==> src/rtl/core/gdn_pkg.sv <==
package gdn_pkg;

  localparam int FRAC_BITS = 14;
  // quotient width, one pipeline stage per quotient bit
  localparam int QW = FRAC_BITS + 1;
  localparam int NB = FRAC_BITS + 1;
  // prep stage, NB iteration stages, output stage
  localparam int NS = NB + 2;
  // wide accumulators for q*q*s and (q*d+off)^2
  localparam int PW = 2 * FRAC_BITS + 34;
  // trigger remainder width
  localparam int RW = 8 + FRAC_BITS;

  localparam logic [14:0] STICK_FULL    = 15'd32767;
  localparam logic [31:0] STICK_FULL_SQ = 32'd1073676289;
  localparam logic [7:0]  TRIG_FULL     = 8'd255;
  localparam logic [14:0] LVL_SAT       = 15'h7fff;
  localparam logic [14:0] LVL_FULL      = (FRAC_BITS >= 15) ? LVL_SAT : 15'(1 << FRAC_BITS);

  typedef enum logic [1:0] {
    CFG_LEFT_DZ  = 2'd0,
    CFG_RIGHT_DZ = 2'd1,
    CFG_TRIG_TH  = 2'd2
  } cfg_idx_e;

  typedef struct packed {
    logic          active;
    logic          clip;
    logic          neg_x;
    logic          neg_y;
    logic [QW-1:0] qx;
    logic [QW-1:0] qy;
    logic [QW-1:0] qm;
  } stick_res_t;

  typedef struct packed {
    logic          active;
    logic [QW-1:0] q;
  } trig_res_t;

  function automatic logic [14:0] sat_lvl(input logic [QW-1:0] q);
    logic [14:0] r;
    if (q > QW'(32767)) r = LVL_SAT;
    else r = 15'(q);
    return r;
  endfunction

endpackage

==> src/rtl/core/gdn_trig_lane.sv <==
module gdn_trig_lane import gdn_pkg::*; (
  input  logic        clk_i,
  input  logic [NB:0] load_i,
  input  logic [7:0]  raw_i,
  input  logic [7:0]  th_i,
  output trig_res_t   res_o
);

  typedef struct packed {
    logic          active;
    logic [7:0]    den;
    logic [RW-1:0] rem;
    logic [QW-1:0] q;
  } trg_st_t;

  trg_st_t st_q [0:NB];
  trg_st_t st0_d;

  always_comb begin
    st0_d        = '0;
    st0_d.active = raw_i > th_i;
    st0_d.den    = TRIG_FULL - th_i;
    st0_d.rem    = RW'(8'(raw_i - th_i)) << FRAC_BITS;
  end

  always_ff @(posedge clk_i) begin
    if (load_i[0]) st_q[0] <= st0_d;
  end

  // restoring division, one quotient bit per stage
  for (genvar i = 1; i <= NB; i++) begin : g_it
    localparam int B = NB - i;
    trg_st_t nx;
    logic [RW-1:0] dsh;

    always_comb begin
      nx  = st_q[i-1];
      dsh = RW'(st_q[i-1].den) << B;
      if (st_q[i-1].rem >= dsh) begin
        nx.rem = st_q[i-1].rem - dsh;
        nx.q   = st_q[i-1].q | (QW'(1) << B);
      end
    end

    always_ff @(posedge clk_i) begin
      if (load_i[i]) st_q[i] <= nx;
    end
  end

  assign res_o.active = st_q[NB].active;
  assign res_o.q      = st_q[NB].q;

endmodule

==> config.mk <==
export PLATFORM = sky130hd
export DESIGN_NAME = gdn_trig_lane
export DESIGN_NICKNAME = d
export VERILOG_FILES = /design/src/rtl/core/gdn_pkg.sv /design/src/rtl/core/gdn_trig_lane.sv
export SDC_FILE = /design/constraint.sdc
export NUM_CORES = 1
export LEC_CHECK = 0
export BUFFER_PORTS_ARGS = -buffer_cell sky130_fd_sc_hd__buf_4
export CAP_MARGIN = 20
export CORE_MARGIN = 5
export CORE_UTILIZATION = 45
export CTS_CLUSTER_DIAMETER = 40
export CTS_CLUSTER_SIZE = 12
export DETAILED_ROUTE_END_ITERATION = 10
export HOLD_SLACK_MARGIN = 0.12
export SYNTH_ARGS = -nofsm -noshare
export SYNTH_HDL_FRONTEND = slang
export SYNTH_SLANG_ARGS = --single-unit
==> constraint.sdc <==
create_clock -name clk_i -period 7.55 [get_ports clk_i]
set_clock_uncertainty 0.15 [all_clocks]
set_input_delay 1.8875 -clock clk_i [delete_from_list [all_inputs] [get_ports clk_i]]
set_output_delay 1.8875 -clock clk_i [all_outputs]
set_load 0.005 [all_outputs]
### Word level (Yosys, flattened, before mapping)

Memory sizes are Yosys's and may differ from the RTL's.
Cells that the tools add are included.

| word-level totals | value |
|---|---|
| output and inout port bits | 16 |
| memories kept | 1 |
| register bits after elaboration | 0 |
| RAM bits | 736 |
| bits of input ports | 33 |
| word-level logic and storage cells | 81 |

Memories:

| name | depth | bits a word | rd ports | clocked after Yosys merged registers in | write ports | line | source |
|---|---|---|---|---|---|---|---|
| st_q | 16 | 46 | 16 | 0 | 16 | gdn_trig_lane.sv:16 | `trg_st_t st_q [0:NB];` |

| operators by class | value |
|---|---|
| add/subtract/negate cells | 17 |
| mux-type cells | 47 |
| order comparisons | 16 |

Operators by type and width:

| cell | number |
|---|---|
| 37-bit two-way mux | 15 |
| 1-bit two-way mux | 32 |
| 22-bit by 10-bit greater-or-equal comparator with 1-bit output | 1 |
| 22-bit by 11-bit greater-or-equal comparator with 1-bit output | 1 |
| 22-bit by 12-bit greater-or-equal comparator with 1-bit output | 1 |
| 22-bit by 13-bit greater-or-equal comparator with 1-bit output | 1 |
| 22-bit by 14-bit greater-or-equal comparator with 1-bit output | 1 |
| 22-bit by 15-bit greater-or-equal comparator with 1-bit output | 1 |
| 22-bit by 16-bit greater-or-equal comparator with 1-bit output | 1 |
| 22-bit by 17-bit greater-or-equal comparator with 1-bit output | 1 |
| 22-bit by 18-bit greater-or-equal comparator with 1-bit output | 1 |
| 22-bit by 19-bit greater-or-equal comparator with 1-bit output | 1 |
| 22-bit by 20-bit greater-or-equal comparator with 1-bit output | 1 |
| 22-bit by 21-bit greater-or-equal comparator with 1-bit output | 1 |
| 22-bit greater-or-equal comparator | 1 |
| 22-bit by 8-bit greater-or-equal comparator with 1-bit output | 1 |
| 22-bit by 9-bit greater-or-equal comparator with 1-bit output | 1 |
| 22-bit by 10-bit subtractor with 22-bit output | 1 |
| 22-bit by 11-bit subtractor with 22-bit output | 1 |
| 22-bit by 12-bit subtractor with 22-bit output | 1 |
| 22-bit by 13-bit subtractor with 22-bit output | 1 |
| 22-bit by 14-bit subtractor with 22-bit output | 1 |
| 22-bit by 15-bit subtractor with 22-bit output | 1 |
| 22-bit by 16-bit subtractor with 22-bit output | 1 |
| 11 further kinds | 11 |

### Logic depth before layout (Yosys ltp)

Gate-level depths: netlist of the first run.
An unclocked memory read counts as a cell.

| depth | value |
|---|---|
| word-level depth | 3 |
| depth in mapped cells | 12 |

### Least setup slack after synthesis of the first run

No wires, ideal clock.

| timing path | value |
|---|---|
| path type | input to register |
| start point | input th_i[2] |
| end point | memory st_q[0][45] (netlist bit), data pin |
| required time | 7.142 ns |
| library setup time | 0.258 ns |
| stages on the path | 9 |
| buffers on the path | 0 |
| slack | 4.045 ns |
| data arrival time | 3.097 ns |
| cell sequence | inv_1 ha_1 nor2b_1 o21ai_0 nand2b_1 a21o_1 a21oi_1 nand2b_1 a21oi_1 |

RTL lines:

| item | line | source |
|---|---|---|
| start, declared | gdn_trig_lane.sv:5 | `input logic [7:0] th_i,` |
| end, declared | gdn_trig_lane.sv:16 |  |

==> flow_summary.ini, run 1 <==
[placement]
io_buffer_count = 48
detailed_place.area_um2 = 23900
placement.setup.worst_slack_ps = 3830
finalWeightedCongestion = 0.866
place_hpwl_um = 30400

[synthesis]
synth_sequential_area_ratio = 0.615
yosysMostFrequentCell = edfxtp_1
synth_top_family_by_area = simple AND/OR/NAND/NOR gates
synth_area_in_xor_xnor = 0.0533
postSynthAreaPerCell_um2 = 12.8
synth.lib_cells_used.distinct = 62
synth-seq-cells = 467
async_flop_share = 0
synth_enable_flop_cells = 467
ys_top_cells_by_area = edfxtp_1, ha_1, xor2_1
synth.area.mux_share = 0.0235
ys.flop_type = edfxtp_1
ys_top_cells_by_count = edfxtp_1, inv_1, nor2_1
synthSimpleGateAreaFrac = 0.103
synth_area_um2 = 22800
synth_top_area_share = 0.615
synth_compound_area_frac = 0.0853
yosys_warnings = 0
post_synth_inst_count = 1783
synth-adder-area-share = 0.0828
synth_top_area_cell = edfxtp_1
synth.net_count = 1958

[worst_setup_path]
critPathLaunch = st_q[2][84]$_DFFE_PP_
r2r-end = st_q[3][27]$_DFFE_PP_
crit_path_cell_trace = inv_1 -> ha_1 -> nor2b_1 -> o21a_1 -> o21a_1 -> o311ai_0 -> nand3_1 -> mux2_2
worst_case_register_to_register_setup_slack_ps = 4090
cp-start-kind = register
cp_data_required_time_ps = 7710
arrival_ps = 3630
critical_path.max_fanout = 11
rr_worst_depth = 8
crit_path_frequent_cell = o21a_1
timing.critical_path.slowest_stage_cell = o311ai_0
critical_path.max_stage_delay_ps = 800
critical_path.endpoint_type = register
r2r_start = st_q[2][84]$_DFFE_PP_
timing.setup.critical_path_class = reg2reg

[clock_network]
clock_edge_transition_at_the_registers_on_the_reported_setup_and_hold_paths_ps = 50
clock_tree.buffer_depth = 3
tritoncts = built
worst_skew_pair.late_latency_ps = 580
number_of_gates_given_a_new_drive_strength_after_cts = 0
cts_setup_buffers = 0
tritoncts.num_buffers = 72
cts_htree_levels = 3
cts_root_buf = clkbuf_16
cts_hold_buffers = 0
count_of_clock_tree_sinks = 467

[timing]
post-route-worst-setup-slack_ps = 4090
max_clock_freq_mhz = 289
fin_crit_sh = 0.459
worst_pin_slew_ps = 1050
timing_hold_violations_final = 0
final_max_slew_viol_count = 0
setup_tns_ps = 0
setup_viol_count_final = 0
final.hold.worst_slack_ps = 262
fin_crit_ps = 3460
timing.slew.headroom = 0.299
setup_repair_after_global_routing_missed_its_margin = no

[global_route]
global_route.usage.total = 0.149
grt_antenna_before_repair = 0
maximum_number_of_pins_on_one_net_before_global_route_repair = 45
grt_first_pass_wirelength_um = 68200
first_global_vias = 13770
grt-ovfl-total = 0

[routing]
drt_wl_total_um = 41100
route.met2.wl_um = 21500
met1_routed_length_um = 16700
via_per_inst = 5.14
met3WireLength_um = 1670
routed.top_layer = met4
post-route-drc-count = 0
ant_nets = 0
drt_first_pass_iters = 5
dr_total_vias = 13381
wl_per_cell_um = 15.8
drt-initial-drc-count = 591

[final_layout]
fraction_of_layout_cells_with_a_size_suffix_above_1 = 0.118
finalNetCount = 2051
insertedDiodeCount = 0
fin_area_um2 = 26200
largest_reg_flops = 467
layout-area-overhead-vs-synth_pct = 14.9
reg.largest.list = st_q: 467 flops
fillers = 4188
max_flop_register = st_q

[min_path]
holdPathEnd = st_q[2][58]$_DFFE_PP_
whs_path_depth = 0
class_of_the_most_critical_hold_timing_path = reg2reg
timing.hold.worst.start = st_q[2][12]$_DFFE_PP_

[power_and_ir_drop]
power.ir.vdd_worst_mv = 0.208
power.leakage_uw = 0.00997
power.density_nw_per_um2 = 345

[floorplan]
placement_rows = 82
core-area_um2 = 50200
floorplan.die.height_um = 235
die_area_um2 = 55300
initial_utilization = 0.455
design.portCount = 49
chipWidth_um = 235

[run]
max_cap_viol_count = 0

[status]
status = complete, no violations
## worst max-delay path: cells and delay by family (launching register included)
kind | cells | cell delay [ps]
buf+inv | 1 | 60
compound gates | 3 | 1190
mux | 1 | 430
fa+ha+maj | 1 | 300
flops | 1 | 380
simple gates | 2 | 700
## layout make-up
cell class / count / area (µm²) / share of cell area
clock inverters: 44 / 482 / 0.0184
flip-flops and latches: 467 / 14000 / 0.535
multi-input cells: 1109 / 7940 / 0.303
inverters: 173 / 652 / 0.0249
clock buffers: 83 / 1890 / 0.0719
well taps: 672 / 841 / 0.0321
repair buffers: 53 / 398 / 0.0152
## placed cells by master (no fill, tap or decap), drive strengths merged, types with 7 or more instances in the layout
cell type	count
a21boi	8
a21o	23
a21oi	86
a31oi	7
and2	8
buf	53
clkbuf	83
clkinv	16
edfxtp	467
fa	15
ha	127
inv	193
mux2	42
nand2	86
nand2b	32
nand3	23
nand4	14
nor2	135
nor2b	36
nor3	49
nor4	30
o21a	28
o21ai	93
o31ai	14
o41ai	9
or2	9
or3	20
or4	9
xnor2	65
xor2	74
## per-stage QoR
| step | std cells | utilization | power (µW) |
|---|---|---|---|
| floorplan | 1783 | - | 5310 |
| global placement | 2474 | 0.475 | 5820 |
| detailed placement | 2474 | 0.475 | 5870 |
| CTS | 2601 | 0.523 | 9140 |
| global route | 2601 | 0.523 | 9570 |
| finish | 2601 | 0.523 | 9050 |
## where the power goes
group          switching [µW]  internal, µW
logic                    1080           931
registers                 333          3490
clock network            1180          2030
total                    2600          6450
## how the worst max path moves through the flow
stage,to,slack (ps),cells past startpoint
6_report,st_q[3][27]$_DFFE_PP_,4090,8
5_1_grt,st_q[3][27]$_DFFE_PP_,3850,8
2_1_floorplan,st_q[0][45]$_DFFE_PP_,4050,9
3_5_place_dp,st_q[0][45]$_DFFE_PP_,3830,11
3_3_place_gp,st_q[0][45]$_DFFE_PP_,3830,11
4_1_cts,st_q[3][27]$_DFFE_PP_,4070,8
## per-layer routing
metal,vias to the layer above,track usage
met5,-,0
met4,0,0.0510
met3,90,0.0333
met2,231,0.275
met1,6352,0.170
li1,6708,-
## logic make-up after synthesis
kind of cell               count (synthesis)
adders and majority gates                142
AOI/OAI and AO/OA                        313
DFF                                      467
buffers and inverters                    207
muxes                                     48
xor gates and xnor gates                 139
and+or+nand+nor                          467
Power figures use the tool's default switching activity.
==> inputs of run 2 (changes only) <==
==> constraint.sdc (replaced) <==
create_clock -name clk_i -period 3.38 [get_ports clk_i]
set_clock_uncertainty 0.15 [all_clocks]
set_input_delay 0.845 -clock clk_i [delete_from_list [all_inputs] [get_ports clk_i]]
set_output_delay 0.845 -clock clk_i [all_outputs]
set_load 0.005 [all_outputs]
==> run 2 against run 1 <==
  * Core utilization up 0.080 points
  * Highest routed layer unchanged
  * Design area up 0.15%
  * Largest cell class unchanged
  * Critical endpoint is now st_q[6][67]$_DFFE_PP_
  * Critical path type unchanged
  * Combinational power up 120%
  * Cell count up 0.42%
  * Flip-flop and latch count unchanged
  * Critical path depth up 1
  * Non-clock buffer count up 8
  * Routed wire length about the same
  * Power up 120%
  * Hold slack worse by 0.62 ps
  * Sequential share of layout area down 0.081 points
==> flow_summary.ini, run 2 (synthesized netlist as in run 1, its figures left out) <==
[status]
status = complete, no violations

[routing]
ant_nets = 0
drt_wl_total_um = 41100
via_per_inst = 5.10
dr_total_vias = 13334
drt_first_pass_iters = 5
post-route-drc-count = 0
wl_per_cell_um = 15.7
drt-initial-drc-count = 757

[timing]
fin_crit_ps = 3110
timing.slew.headroom = 0.539
setup_viol_count_final = 0
setup_tns_ps = 0
setup_repair_after_global_routing_missed_its_margin = no
worst_pin_slew_ps = 674
timing_hold_violations_final = 0
fin_crit_sh = 0.919
max_clock_freq_mhz = 322
final.hold.worst_slack_ps = 261
final_max_slew_viol_count = 0

[worst_setup_path]
arrival_ps = 3280
cp-start-kind = register
crit_path_cell_trace = inv_1 -> fa_1 -> a21o_1 -> a21oi_1 -> nand2b_1 -> a21oi_1 -> or2_2 -> nor2_2 -> mux2_2
timing.critical_path.slowest_stage_cell = fa_1
critical_path.endpoint_type = register
cp_data_required_time_ps = 3550
critical_path.max_stage_delay_ps = 470
crit_path_frequent_cell = a21oi_1
timing.setup.critical_path_class = reg2reg
critical_path.max_fanout = 9

[floorplan]
chipWidth_um = 235
die_area_um2 = 55300
initial_utilization = 0.455
design.portCount = 49
core-area_um2 = 50200
placement_rows = 82
floorplan.die.height_um = 235

[global_route]
grt_first_pass_wirelength_um = 67900
maximum_number_of_pins_on_one_net_before_global_route_repair = 45
global_route.usage.total = 0.149
grt_antenna_before_repair = 0
grt-ovfl-total = 0
first_global_vias = 13847

[clock_network]
tritoncts.num_buffers = 72
cts_root_buf = clkbuf_16
count_of_clock_tree_sinks = 467
cts_htree_levels = 3
clock_edge_transition_at_the_registers_on_the_reported_setup_and_hold_paths_ps = 50
cts_setup_buffers = 0
worst_skew_pair.late_latency_ps = 580
clock_tree.buffer_depth = 3
tritoncts = built
cts_hold_buffers = 0
number_of_gates_given_a_new_drive_strength_after_cts = 0

[final_layout]
non_filler_instance_count_after_layout = 2612
layout.cells.most_common = edfxtp_1
reg.largest.list = st_q: 467 flops
fraction_of_layout_cells_with_a_size_suffix_above_1 = 0.122
fin_area_um2 = 26300
seq_area_um2 = 14000
max_flop_register = st_q
insertedDiodeCount = 0
largest_reg_flops = 467
layout-area-overhead-vs-synth_pct = 15.1
final_cell_mix = edfxtp_1, inv_1, nor2_1
fillers = 4162
multi_input_comb_area_um2 = 7940
finalNetCount = 2059

[min_path]
class_of_the_most_critical_hold_timing_path = reg2reg

[power_and_ir_drop]
power.density_nw_per_um2 = 766
power.ir.vdd_worst_mv = 0.446
power.leakage_uw = 0.00997

[run]
max_cap_viol_count = 0

[placement]
detailed_place.area_um2 = 23900
io_buffer_count = 48
finalWeightedCongestion = 0.862
place_hpwl_um = 30600
numPlacedInstances = 2482
## run 2: cell types whose count changed in the layout (fill, tap and decap cells not counted), sizes merged
cell / before / now
inv: 193 / 190
clkinvlp: 2 / 9
clkinv: 16 / 21
clkbuf: 83 / 78
buf: 53 / 61
bufinv: 6 / 5
## run 2: per-stage QoR
stage               power, µW  utilization  worst slack, ps
finish                  20100        0.523              274
global route            21300        0.523              107
CTS                     20300        0.523              267
detailed placement      13200        0.477              277
global placement        13000        0.477              306
floorplan               11900            -              460
## run 2: final cells by class
cell class,count,share of cell area
inverters,173,0.0248
clock buffers,78,0.0695
clock inverters,52,0.0199
well taps,672,0.0320
multi-input cells,1109,0.302
flip-flops and latches,467,0.534
repair buffers,61,0.0174
## run 2: worst paths after layout
check / to / depth (start not counted) / startpoint / slack (ps)
setup / recovery: st_q[6][67]$_DFFE_PP_ / 9 / st_q[6][37]$_DFFE_PP_ / 270
hold / removal: st_q[2][91]$_DFFE_PP_ / 0 / st_q[2][45]$_DFFE_PP_ / 260
setup reg to reg: st_q[6][67]$_DFFE_PP_ / 9 / st_q[6][37]$_DFFE_PP_ / 270
hold reg to reg: st_q[2][91]$_DFFE_PP_ / 0 / st_q[2][45]$_DFFE_PP_ / 260
## run 2: critical path, delay by kind of cell, from the launching register on
family                     cells  cell delay [ps]
and+or+nand+nor                3              870
AOI/OAI and AO/OA              3              530
adders and majority gates      1              470
buffers and inverters          1              100
DFF                            1              360
muxes                          1              380
## run 2: report_power, final
group / leakage [µW] / switching, µW / internal [µW]
Clock: 0.00112 / 2680 / 4370
Combinational: 0.00439 / 2430 / 2090
Sequential: 0.00445 / 743 / 7790
## run 2: layer usage
layer  part of all wire  global-route usage
met5                  0                   0
met4              0.033              0.0554
met3              0.039              0.0328
met2               0.51               0.269
met1               0.41               0.172
